### src/design/snic_pkg.sv
// ----------------------------------------------------------------------------
// snic_pkg
// Shared types, register indexes and width helpers for the shunting cell.
// ----------------------------------------------------------------------------
package snic_pkg;

  localparam int FracBits     = 12;
  localparam int CoefBits     = 15;
  localparam int GainLimBits  = 32;
  localparam int DriveLimBits = 48;
  localparam int MulLimBits   = 33;

  localparam int CfgIdxW  = 3;
  localparam int CfgDataW = 16;

  localparam logic [CfgIdxW-1:0] REG_DECAY    = 3'd0;
  localparam logic [CfgIdxW-1:0] REG_MIX      = 3'd1;
  localparam logic [CfgIdxW-1:0] REG_EXC_GAIN = 3'd2;
  localparam logic [CfgIdxW-1:0] REG_EXC_FB   = 3'd3;
  localparam logic [CfgIdxW-1:0] REG_INH_GAIN = 3'd4;
  localparam logic [CfgIdxW-1:0] REG_INH_FB   = 3'd5;

  typedef enum logic [2:0] {
    MUL_BE,
    MUL_BI,
    MUL_GE,
    MUL_GI,
    MUL_DY,
    MUL_ML,
    MUL_MH
  } mul_sel_t;

  typedef struct packed {
    logic signed [15:0] decay;
    logic [14:0]        mix_gain;
    logic signed [15:0] exc_gain;
    logic [14:0]        exc_feedback;
    logic signed [15:0] inh_gain;
    logic [14:0]        inh_feedback;
  } snic_cfg_t;

  typedef struct packed {
    logic     load_in;
    logic     mul_en;
    mul_sel_t mul_sel;
    logic     ld_ge;
    logic     ld_gi;
    logic     ld_te;
    logic     ld_drive;
    logic     ld_acc;
    logic     add_acc;
    logic     finish;
    logic     fin_hi;
  } snic_cmd_t;

  function automatic int imax(input int a, input int b);
    return (a > b) ? a : b;
  endfunction

  function automatic int imin(input int a, input int b);
    return (a < b) ? a : b;
  endfunction

  // gamma*2^12 - beta*yp plus rounding half
  function automatic int g24_w(input int w);
    return imax(w + 16, 28) + 2;
  endfunction

  function automatic int gain_w(input int w);
    return imin(g24_w(w) - FracBits, GainLimBits);
  endfunction

  function automatic int term_w(input int w);
    return gain_w(w) + w + 1 - FracBits;
  endfunction

  function automatic int drive_w(input int w);
    return imin(term_w(w) + 1, DriveLimBits);
  endfunction

  function automatic int mul_a_w(input int w);
    return imin(imax(gain_w(w), drive_w(w)), MulLimBits);
  endfunction

  function automatic int mul_b_w(input int w);
    return imax(w, 16);
  endfunction

  function automatic bit drive_split(input int w);
    return drive_w(w) > mul_a_w(w);
  endfunction

endpackage

### src/design/shunting_neuron_integrator_core.sv
// ----------------------------------------------------------------------------
// shunting_neuron_integrator_core
// One discrete-time shunting (Grossberg) cell in fixed point.
//
// Input channel (in_valid/in_ready) takes one beat per sample: exc_in, inh_in
// and first. Output channel (out_valid/out_ready) returns one y_out beat per
// input beat, in order. Configuration is a plain write port (cfg_we, cfg_idx,
// cfg_wdata): the user must write it only while the cell is idle; unchecked.
//
// A single shared multiplier runs the gain, drive and leak products in
// turn, one per cycle. The cell takes no new beat until the result of the
// last one has been registered at the output; for SAMPLE_WIDTH of 19 or
// more the drive product takes two multiplier passes.
//
// The output register parts the two sides: the next beat is accepted and
// computed while a result waits. If the receiver still stalls when the
// next result is ready, the cell holds it and takes no new beat.
//
// Reset clears the previous output to zero, loads the register defaults
// and leaves both channels empty with in_ready high.
// ----------------------------------------------------------------------------
module shunting_neuron_integrator_core #(
  parameter int SAMPLE_WIDTH = 16
) (
  input  logic                          clk,
  input  logic                          rst,
  input  logic                          cfg_we,
  input  logic [snic_pkg::CfgIdxW-1:0]  cfg_idx,
  input  logic [snic_pkg::CfgDataW-1:0] cfg_wdata,
  input  logic                          in_valid,
  output logic                          in_ready,
  input  logic signed [SAMPLE_WIDTH-1:0] exc_in,
  input  logic signed [SAMPLE_WIDTH-1:0] inh_in,
  input  logic                          first,
  output logic                          out_valid,
  input  logic                          out_ready,
  output logic signed [SAMPLE_WIDTH-1:0] y_out
);
  import snic_pkg::*;

  snic_cfg_t cfg;
  snic_cmd_t cmd;

  always_ff @(posedge clk) begin
    if (rst) begin
      cfg.decay        <= '0;
      cfg.mix_gain     <= '0;
      cfg.exc_gain     <= 16'sd4096;
      cfg.exc_feedback <= '0;
      cfg.inh_gain     <= 16'sd4096;
      cfg.inh_feedback <= '0;
    end else if (cfg_we) begin
      unique case (cfg_idx)
        REG_DECAY:    cfg.decay        <= cfg_wdata;
        REG_MIX:      cfg.mix_gain     <= cfg_wdata[14:0];
        REG_EXC_GAIN: cfg.exc_gain     <= cfg_wdata;
        REG_EXC_FB:   cfg.exc_feedback <= cfg_wdata[14:0];
        REG_INH_GAIN: cfg.inh_gain     <= cfg_wdata;
        REG_INH_FB:   cfg.inh_feedback <= cfg_wdata[14:0];
        default: ;
      endcase
    end
  end

  snic_ctrl #(
    .SAMPLE_WIDTH(SAMPLE_WIDTH)
  ) u_ctrl (
    .clk      (clk),
    .rst      (rst),
    .in_valid (in_valid),
    .in_ready (in_ready),
    .out_valid(out_valid),
    .out_ready(out_ready),
    .cmd      (cmd)
  );

  snic_dp #(
    .SAMPLE_WIDTH(SAMPLE_WIDTH)
  ) u_dp (
    .clk   (clk),
    .rst   (rst),
    .cfg   (cfg),
    .cmd   (cmd),
    .exc_in(exc_in),
    .inh_in(inh_in),
    .first (first),
    .y_out (y_out)
  );

endmodule

### src/design/snic_ctrl.sv
// ----------------------------------------------------------------------------
// snic_ctrl
// Sequencer for the shunting cell: steps the shared multiplier through the
// gain, drive and leak products and owns the channel handshakes.
// ----------------------------------------------------------------------------
module snic_ctrl #(
  parameter int SAMPLE_WIDTH = 16
) (
  input  logic                clk,
  input  logic                rst,
  input  logic                in_valid,
  output logic                in_ready,
  output logic                out_valid,
  input  logic                out_ready,
  output snic_pkg::snic_cmd_t cmd
);
  import snic_pkg::*;

  localparam bit Split = drive_split(SAMPLE_WIDTH);

  typedef enum logic [3:0] {
    ST_IDLE,
    ST_BE,
    ST_BI,
    ST_GE,
    ST_GI,
    ST_DY,
    ST_ML,
    ST_MH,
    ST_FIN
  } state_t;

  state_t state;
  logic   out_free;

  assign out_free = !out_valid || out_ready;

  always_comb begin
    cmd = '0;
    cmd.mul_sel = MUL_BE;
    unique case (state)
      ST_IDLE: cmd.load_in = in_valid && in_ready;
      ST_BE: begin
        cmd.mul_en  = 1'b1;
        cmd.mul_sel = MUL_BE;
      end
      ST_BI: begin
        cmd.mul_en  = 1'b1;
        cmd.mul_sel = MUL_BI;
        cmd.ld_ge   = 1'b1;
      end
      ST_GE: begin
        cmd.mul_en  = 1'b1;
        cmd.mul_sel = MUL_GE;
        cmd.ld_gi   = 1'b1;
      end
      ST_GI: begin
        cmd.mul_en  = 1'b1;
        cmd.mul_sel = MUL_GI;
        cmd.ld_te   = 1'b1;
      end
      ST_DY: begin
        cmd.mul_en   = 1'b1;
        cmd.mul_sel  = MUL_DY;
        cmd.ld_drive = 1'b1;
      end
      ST_ML: begin
        cmd.mul_en  = 1'b1;
        cmd.mul_sel = MUL_ML;
        cmd.ld_acc  = 1'b1;
      end
      ST_MH: begin
        cmd.mul_en  = 1'b1;
        cmd.mul_sel = MUL_MH;
        cmd.add_acc = 1'b1;
      end
      ST_FIN: begin
        cmd.finish = out_free;
        cmd.fin_hi = Split;
      end
      default: cmd = '0;
    endcase
  end

  always_ff @(posedge clk) begin
    if (rst) begin
      state     <= ST_IDLE;
      in_ready  <= 1'b1;
      out_valid <= 1'b0;
    end else begin
      if (out_valid && out_ready && state != ST_FIN) begin
        out_valid <= 1'b0;
      end
      unique case (state)
        ST_IDLE: begin
          if (in_valid && in_ready) begin
            state    <= ST_BE;
            in_ready <= 1'b0;
          end
        end
        ST_BE: state <= ST_BI;
        ST_BI: state <= ST_GE;
        ST_GE: state <= ST_GI;
        ST_GI: state <= ST_DY;
        ST_DY: state <= ST_ML;
        ST_ML: state <= Split ? ST_MH : ST_FIN;
        ST_MH: state <= ST_FIN;
        ST_FIN: begin
          if (out_free) begin
            out_valid <= 1'b1;
            in_ready  <= 1'b1;
            state     <= ST_IDLE;
          end
        end
        default: state <= ST_IDLE;
      endcase
    end
  end

endmodule

### src/design/snic_dp.sv
// ----------------------------------------------------------------------------
// snic_dp
// Datapath for the shunting cell: one shared signed multiplier with a
// registered product, gain and drive rounding/saturation, leak accumulator,
// output register and previous-output state.
// ----------------------------------------------------------------------------
module snic_dp #(
  parameter int SAMPLE_WIDTH = 16
) (
  input  logic                           clk,
  input  logic                           rst,
  input  snic_pkg::snic_cfg_t            cfg,
  input  snic_pkg::snic_cmd_t            cmd,
  input  logic signed [SAMPLE_WIDTH-1:0] exc_in,
  input  logic signed [SAMPLE_WIDTH-1:0] inh_in,
  input  logic                           first,
  output logic signed [SAMPLE_WIDTH-1:0] y_out
);
  import snic_pkg::*;

  localparam int  W    = SAMPLE_WIDTH;
  localparam int  G24W = g24_w(W);
  localparam int  GRW  = G24W - FracBits;
  localparam int  GW   = gain_w(W);
  localparam int  TSW  = GW + W + 1;
  localparam int  TRW  = TSW - FracBits;
  localparam int  DRW  = TRW + 1;
  localparam int  DW   = drive_w(W);
  localparam int  MAW  = mul_a_w(W);
  localparam int  MBW  = mul_b_w(W);
  localparam int  PW   = MAW + MBW;
  localparam int  LW   = MAW - 1;
  localparam int  DXW  = imax(DW, MAW);
  localparam int  ACCW = imax(W, DW) + 18;
  localparam int  YRW  = ACCW - CoefBits;
  localparam bit  Split = drive_split(W);

  logic signed [W-1:0]    xe;
  logic signed [W-1:0]    xi;
  logic signed [W-1:0]    yp;
  logic signed [W-1:0]    prev;
  logic signed [GW-1:0]   ge;
  logic signed [GW-1:0]   gi;
  logic signed [TRW-1:0]  te;
  logic signed [DW-1:0]   drive;
  logic signed [PW-1:0]   p;
  logic signed [ACCW-1:0] acc;

  logic signed [MAW-1:0]  mul_a;
  logic signed [MBW-1:0]  mul_b;
  logic signed [DXW-1:0]  drive_x;

  logic signed [15:0]     gamma_sel;
  logic signed [G24W-1:0] g24;
  logic [GRW-1:0]         gr;
  logic                   g_ovf;
  logic signed [GW-1:0]   g_sat;

  logic signed [TSW-1:0]  t_sum;
  logic signed [TRW-1:0]  t_rnd;
  logic signed [DRW-1:0]  d_raw;
  logic                   d_ovf;
  logic signed [DW-1:0]   d_sat;

  logic signed [ACCW-1:0] acc_fin;
  logic [YRW-1:0]         yr;
  logic                   y_ovf;
  logic signed [W-1:0]    y_sat;

  assign drive_x = DXW'(drive);

  always_comb begin
    case (cmd.mul_sel)
      MUL_BE: begin
        mul_a = MAW'(yp);
        mul_b = MBW'($signed({1'b0, cfg.exc_feedback}));
      end
      MUL_BI: begin
        mul_a = MAW'(yp);
        mul_b = MBW'($signed({1'b0, cfg.inh_feedback}));
      end
      MUL_GE: begin
        mul_a = MAW'(ge);
        mul_b = MBW'(xe);
      end
      MUL_GI: begin
        mul_a = MAW'(gi);
        mul_b = MBW'(xi);
      end
      MUL_DY: begin
        mul_a = MAW'(yp);
        mul_b = MBW'($signed(cfg.decay));
      end
      MUL_ML: begin
        mul_a = Split ? MAW'($signed({1'b0, drive_x[LW-1:0]})) : MAW'(drive_x);
        mul_b = MBW'($signed({1'b0, cfg.mix_gain}));
      end
      MUL_MH: begin
        mul_a = MAW'(drive_x >>> LW);
        mul_b = MBW'($signed({1'b0, cfg.mix_gain}));
      end
      default: begin
        mul_a = '0;
        mul_b = '0;
      end
    endcase
  end

  // gain: round(gamma - beta*yp/2^12), saturate
  always_comb begin
    gamma_sel = cmd.ld_gi ? $signed(cfg.inh_gain) : $signed(cfg.exc_gain);
    g24   = G24W'($signed({gamma_sel, 1'b1, {(FracBits-1){1'b0}}})) - G24W'(p);
    gr    = g24[G24W-1:FracBits];
    g_ovf = (|gr[GRW-1:GW-1]) && !(&gr[GRW-1:GW-1]);
    g_sat = g_ovf ? {gr[GRW-1], {(GW-1){~gr[GRW-1]}}} : gr[GW-1:0];
  end

  // drive: round each product, subtract, saturate
  always_comb begin
    t_sum = TSW'(p) + TSW'(2 ** (FracBits - 1));
    t_rnd = t_sum[TSW-1:FracBits];
    d_raw = DRW'(te) - DRW'(t_rnd);
    d_ovf = (|d_raw[DRW-1:DW-1]) && !(&d_raw[DRW-1:DW-1]);
    d_sat = d_ovf ? {d_raw[DRW-1], {(DW-1){~d_raw[DRW-1]}}} : d_raw[DW-1:0];
  end

  // output: last partial product, drop coefficient fraction, saturate
  always_comb begin
    acc_fin = acc + (cmd.fin_hi ? (ACCW'(p) <<< LW) : ACCW'(p));
    yr      = acc_fin[ACCW-1:CoefBits];
    y_ovf   = (|yr[YRW-1:W-1]) && !(&yr[YRW-1:W-1]);
    y_sat   = y_ovf ? {yr[YRW-1], {(W-1){~yr[YRW-1]}}} : yr[W-1:0];
  end

  always_ff @(posedge clk) begin
    if (cmd.load_in) begin
      xe <= exc_in;
      xi <= inh_in;
      yp <= first ? '0 : prev;
    end
    if (cmd.mul_en) begin
      p <= mul_a * mul_b;
    end
    if (cmd.ld_ge) begin
      ge <= g_sat;
    end
    if (cmd.ld_gi) begin
      gi <= g_sat;
    end
    if (cmd.ld_te) begin
      te <= t_rnd;
    end
    if (cmd.ld_drive) begin
      drive <= d_sat;
    end
    if (cmd.ld_acc) begin
      acc <= ACCW'(p) + ACCW'(2 ** (CoefBits - 1));
    end else if (cmd.add_acc) begin
      acc <= acc + ACCW'(p);
    end
    if (cmd.finish) begin
      y_out <= y_sat;
    end
  end

  always_ff @(posedge clk) begin
    if (rst) begin
      prev <= '0;
    end else if (cmd.finish) begin
      prev <= y_sat;
    end
  end

endmodule

### config.mk
export PLATFORM = sky130hd
export DESIGN_NAME = shunting_neuron_integrator_core
export DESIGN_NICKNAME = d
export VERILOG_FILES = /design/src/design/snic_pkg.sv /design/src/design/shunting_neuron_integrator_core.sv /design/src/design/snic_ctrl.sv /design/src/design/snic_dp.sv
export SDC_FILE = /design/constraint.sdc
export NUM_CORES = 2
export LEC_CHECK = 0
export ABC_AREA = 1
export BUFFER_PORTS_ARGS = -buffer_cell sky130_fd_sc_hd__buf_4
export CAP_MARGIN = 20
export CORE_UTILIZATION = 45
export CTS_BUF_LIST = sky130_fd_sc_hd__clkbuf_4 sky130_fd_sc_hd__clkbuf_8 sky130_fd_sc_hd__clkbuf_16
export DETAILED_ROUTE_END_ITERATION = 10
export SLEW_MARGIN = 20
export SYNTH_ARGS = -nofsm -noshare
export SYNTH_HDL_FRONTEND = slang
export SYNTH_SLANG_ARGS = --single-unit
export TNS_END_PERCENT = 1
### constraint.sdc
create_clock -name clk -period 9.5 [get_ports clk]
set_input_delay 0.95 -clock clk [delete_from_list [all_inputs] [get_ports clk]]
set_output_delay 0.95 -clock clk [all_outputs]
set_load 0.05 [all_outputs]
Word level (Yosys, flattened, before mapping)
Cells that the tools add are included.

Bitwise operators: 1. Reductions and logical operators: 25. Equality and inequality tests: 22. Mux-type cells: 25. $add $sub $neg: 6. Multipliers: 1.

Operators by type and width (count): $pmux 28 s5 (1); $mux 46 (3); $pmux 16 s6 (1); $add 46x44->46 (1); $add 46x46->46 (1); $add 44x16->45 const B (1); $mul 28x16->44 (1); $add 39x13->39 const B (1); $sub 28x34->34 (1); $mux 16 (2); $pmux 4 s8 (1); $pmux 4 s7 (1); $sub 27x27->28 (1); $eq 4x3->1 const B (4); $reduce_and 16->1 (1); $reduce_or 16->1 (1); $eq 3x3->1 const B (5); $reduce_and 2->1 (7); $eq 3x2->1 const B (4); $mux 1 (12); $eq 4x2->1 const B (2); $mux 4 (2); $eq 3x1->1 const B (2); $logic_not 3->1 (2); 15 further kinds (22).

Input port bits: 57. Word-level logic and storage cells: 100. Output and inout bits: 18. Bits in registers: 368.

Logic depth before layout (Yosys ltp)
Word-level depth: 9. Depth in mapped cells: 38. Mapped depth without buffers: 36.

By module
From an unflattened synthesis, not the netlist that was laid out.

Cells, all modules: 5417. Area, all modules: 41180.7 um^2.

By module, submodules not included: snic_dp (cells each 4819, sequential area each 7917.6 um^2, area an instance 37034.3 um^2, times used 1); shunting_neuron_integrator_core (cells each 536, sequential area each 1861.8 um^2, area an instance 3766.1 um^2, times used 1); snic_ctrl (cells each 62, sequential area each 120.1 um^2, area an instance 380.4 um^2, times used 1).

Least setup slack after synthesis
No wires, ideal clock.

Kind: register -> register. Start point: register u_ctrl.state[2]. End point: register u_dp.p[40] (data pin). Slack: 1660 ps. Data required time: 9235 ps. Stages on the path, launching flop included: 31. Period minus slack after synthesis: 7840 ps. Buffers on the path: 1. Setup time: 265 ps. Arrival: 7575 ps. Cell sequence: dfxtp_1 inv_2 nor2_1 nand2_1 nor2_2 inv_1 nor2_1 nor4_2 inv_1 buf_2 nand2_1 inv_1 fa_1 fa_1 fa_1 fa_1 fa_1 inv_1 fa_1 inv_1 ha_1 nand2_1 nor2_1 inv_1 nor2_1 and3_1 nand3_1 nand3_1 a21oi_1 o21ai_0 xor2_1.

Cells in the longest elaborated chain, start to end: 6. Elaborated cells between the ends (all ways): 20. Classes of those cells: 1 x mul; 13 x eq/ne; 3 x mux; 3 x reduce/logical.

RTL lines: from (decl) (line snic_ctrl.sv:33) `state_t state;`; from (signal assigned) (line snic_ctrl.sv:106) `ST_ML: state <= Split ? ST_MH : ST_FIN;`; $eq 4x3->1, or another cell as far along (line snic_ctrl.sv:41) `unique case (state)`; $pmux 4 s7 * (line snic_ctrl.sv:41); $eq 3x1->1, or another cell as far along (line snic_dp.sv:73) `case (cmd.mul_sel)`; $reduce_or 3->1 (no source line) / $reduce_or 2->1 (equally long branches); $pmux 28 s5 / $pmux 16 s6 (equally long branches) (line snic_dp.sv:73); $mul 28x16->44 * (line snic_dp.sv:142) `p <= mul_a * mul_b;`; to (signal assigned) (line snic_dp.sv:142); to (decl) (line snic_dp.sv:46) `logic signed [PW-1:0] p;`.

Mark *: on every way between the ends. The rest lies on a longest branch, timed or not. A chain may end at the register's enable or synchronous reset.

Worst setup path in the final report
Start point: register u_ctrl.state[3]. End point: register u_dp.p[41] (data pin).

Same word-level chain as after synthesis.

==> out/metrics.cfg <==
[pwr]
pwr-share-comb = 0.634
max-vdd-ir-drop_uv = 180
switching_power_uw = 5710
p_int_uw = 5590
pwr-share-seq = 0.227
power.total_uw = 11300
p_clk_frac = 0.139
leakage_uw = 0.0213
power_density_nw_per_um2 = 274
swShare = 0.505

[status]
outcome = complete, no violations

[floorplan]
start_util = 0.455
rows = 106
io-pin-count = 75
coreArea_um2 = 83600
die_y_um = 293
die_w_um = 293
die_area_um2 = 85600

[worst_setup_path]
critical_path_class = reg -> reg
r2r_cells = 31
r2r_slack_ps = 460
critPathMaxFanout = 19
worstSetupEndpoint = u_dp.p[41]
arrival_ps = 9350
worstPathRequired_ps = 9810
r2r_start = u_ctrl.state[3]
worst_setup_path_end_kind = register
crit_start = u_ctrl.state[3]
r2r_end = u_dp.p[41]
cp_slowest_stage_delay_ps = 780
path_common_cell = inv_1
critPathSlowestCell = inv_1
start_kind = register

[timing]
fmax_mhz = 111
slew_viol_final = 0
rsz0062_at_grt = false
setup_tns_ps = 0
setup_violations = 0
fin_crit_ps = 9040
worstMarginPinSlew_ps = 1090
hold_violations = 0
finalClockSkew_ps = 18.3
slew_headroom = 0.270
fin_crit_sh = 0.951

[placement]
dp.cells = 5931
placed_cell_area_um2 = 39900
gp_congestion = 0.967
dpl.hpwl_um = 89200
port_buffers = 74

[synth]
avgSynthCellArea_um2 = 7.88
syn_inst = 4824
syn_nets = 5514
synth_ff_type = edfxtp_1
synth_edf_count = 253
ys_types = 61
yosys_warnings = 0
syn_area_um2 = 38000
seq_area_frac_synth = 0.260
ys_ff_latch = 368
async_flop_share = 0

[global_route]
antenna_found_initial = 3
grt_pass1_wl_um = 174000
overflow = 0
grt_max_degree = 95
grt_pass1_vias = 30722
grt_usage = 0.264

[clock_tree]
cts_sinks = 368
cts_tree = built
holdBufCountCts = 0
cts_buffer_depth = 3
clk_pin_slew_ps = 60
root_buffer = clkbuf_16
post_cts_buffers = 0
htree_levels = 2
post_cts_resized = 0
clk-insertion-delay-late_ps = 570
numCtsBuffers = 39

[min_path]
hold_path.class = reg -> reg

[layout]
drive_above_1_share = 0.0695
design_area_um2 = 41300
final_cell_mix = inv_1 (1153), nand2_1 (1147), fa_1 (432), nor2_1 (403), edfxtp_1 (253)
final_common_cell = inv_1
fin_cells = 6003
nNetsFinal = 5583
insertedDiodeCount = 0
area_delta_synth_final_pct = 8.56

[route]
avgRoutedWirePerCell_um = 18.5
via_per_inst = 5.10
drc_errors = 0
dr.first_iter.drc_count = 2567
drt.antenna.violating_nets = 0
drt_wl_total_um = 111000
route.vias.total = 30586
dr.pass1.iters = 9

[job]
max-cap-violations = 0

## worst min path at each step
stage	start	endpoint	slack (ps)	cells after the start
floorplan	cfg[37]	cfg[37]	420	2
global placement	cfg[6]	cfg[6]	440	2
detailed placement	cfg[37]	cfg[37]	440	2
CTS	cfg[6]	cfg[6]	450	2
global route	cfg[42]	cfg[42]	470	2
finish	cfg[37]	cfg[37]	450	2
## critical path, delay by kind of cell (launching register included)
kind	cells	cell delay [ps]
XOR/XNOR	1	170
adder cells (fa/ha/maj)	7	3490
AO/OA/AOI/OAI	3	770
AND/OR/NAND/NOR	11	2220
buffers and inverters	9	1500
flip-flops	1	600
## kinds of logic (layout without fill, tap and decap cells)
logic type	Yosys count	in the layout	share of synthesized area
and+or+nand+nor	1847	1847	0.201
buffers and inverters	1302	1401	0.133
adders and majority gates	633	633	0.294
AOI/OAI and AO/OA	524	524	0.0775
DFF	368	368	0.260
xor gates and xnor gates	150	150	0.0346
## stage by stage
stage	setup WS [ps]	utilization	hold slack (ps)
after global routing	27.2	0.494	474
after CTS	581	0.494	452
after detailed placement	602	0.478	444
final	461	0.494	447
after global placement	744	0.478	438
after floorplan	1660	-	425
## cells in the mapped netlist, types with 6 or more instances
| library cell | count | share of area |
|---|---|---|
| buf_2 | 58 | 0.0076 |
| clkbuf_1 | 49 | 0.0048 |
| inv_2 | 15 | 0.0015 |
| edfxtp_1 | 253 | 0.20 |
| inv_1 | 1154 | 0.11 |
| clkinv_1 | 11 | 0.0011 |
| ha_1 | 201 | 0.066 |
| a21oi_1 | 212 | 0.028 |
| a31oi_1 | 10 | 0.0016 |
| nor2_1 | 404 | 0.040 |
| a21oi_2 | 7 | 0.0016 |
| a21o_1 | 10 | 0.0020 |
| a22o_1 | 23 | 0.0053 |
| nor4_1 | 19 | 0.0031 |
| nand3_1 | 116 | 0.015 |
| o211ai_1 | 13 | 0.0026 |
| nor2_2 | 22 | 0.0036 |
| nand3_2 | 9 | 0.0024 |
| buf_4 | 7 | 0.0014 |
| nand2_2 | 37 | 0.0061 |
| o21ai_0 | 199 | 0.026 |
| o21a_1 | 8 | 0.0016 |
| nand4_1 | 40 | 0.0066 |
| nand2_1 | 1147 | 0.11 |
| nor3_2 | 6 | 0.0016 |
| nor3_1 | 21 | 0.0028 |
| xor2_1 | 85 | 0.020 |
| o21bai_1 | 12 | 0.0024 |
| xnor2_1 | 65 | 0.015 |
| dfxtp_1 | 115 | 0.061 |
| fa_1 | 432 | 0.23 |
## flip-flops by register name, summed over array words and instances, names as in the netlist, 4 cells and up
| register | flops |
|---|---|
| u_dp.te | 27 |
| u_dp.gi | 22 |
| u_dp.ge | 22 |
| u_dp.prev | 16 |
| u_dp.xi | 16 |
| u_dp.y_out | 16 |
| cfg | 93 |
| u_ctrl.state | 4 |
| u_dp.xe | 16 |
| u_dp.drive | 28 |
| u_dp.acc | 46 |
| u_dp.yp | 16 |
| u_dp.p | 44 |
## power by group through the flow
stage / clock, uW / combinational [uW] / sequential [uW]
6_report: 1570 / 7170 / 2570
5_1_grt: 1660 / 8060 / 2580
4_1_cts: 1590 / 7170 / 2560
3_5_place_dp: 0 / 7120 / 2600
3_3_place_gp: 0 / 7070 / 2590
2_1_floorplan: 0 / 5110 / 2430
## final cells by class
cell class	instances	area, um2
repair buffers	150	1150
flip-flops and latches	368	9900
clock inverters	16	165
multi-input cells	3154	23100
inverters	1180	4430
clock buffers	55	1150
fillers	8254	42300
well taps	1080	1350
## layer usage
layer  GRT usage  share of wire
met1       0.362           0.44
met2       0.452           0.48
met3      0.0241          0.058
met4      0.0571          0.022
met5           0              0
No activity file was read; power rests on OpenSTA's default activity.
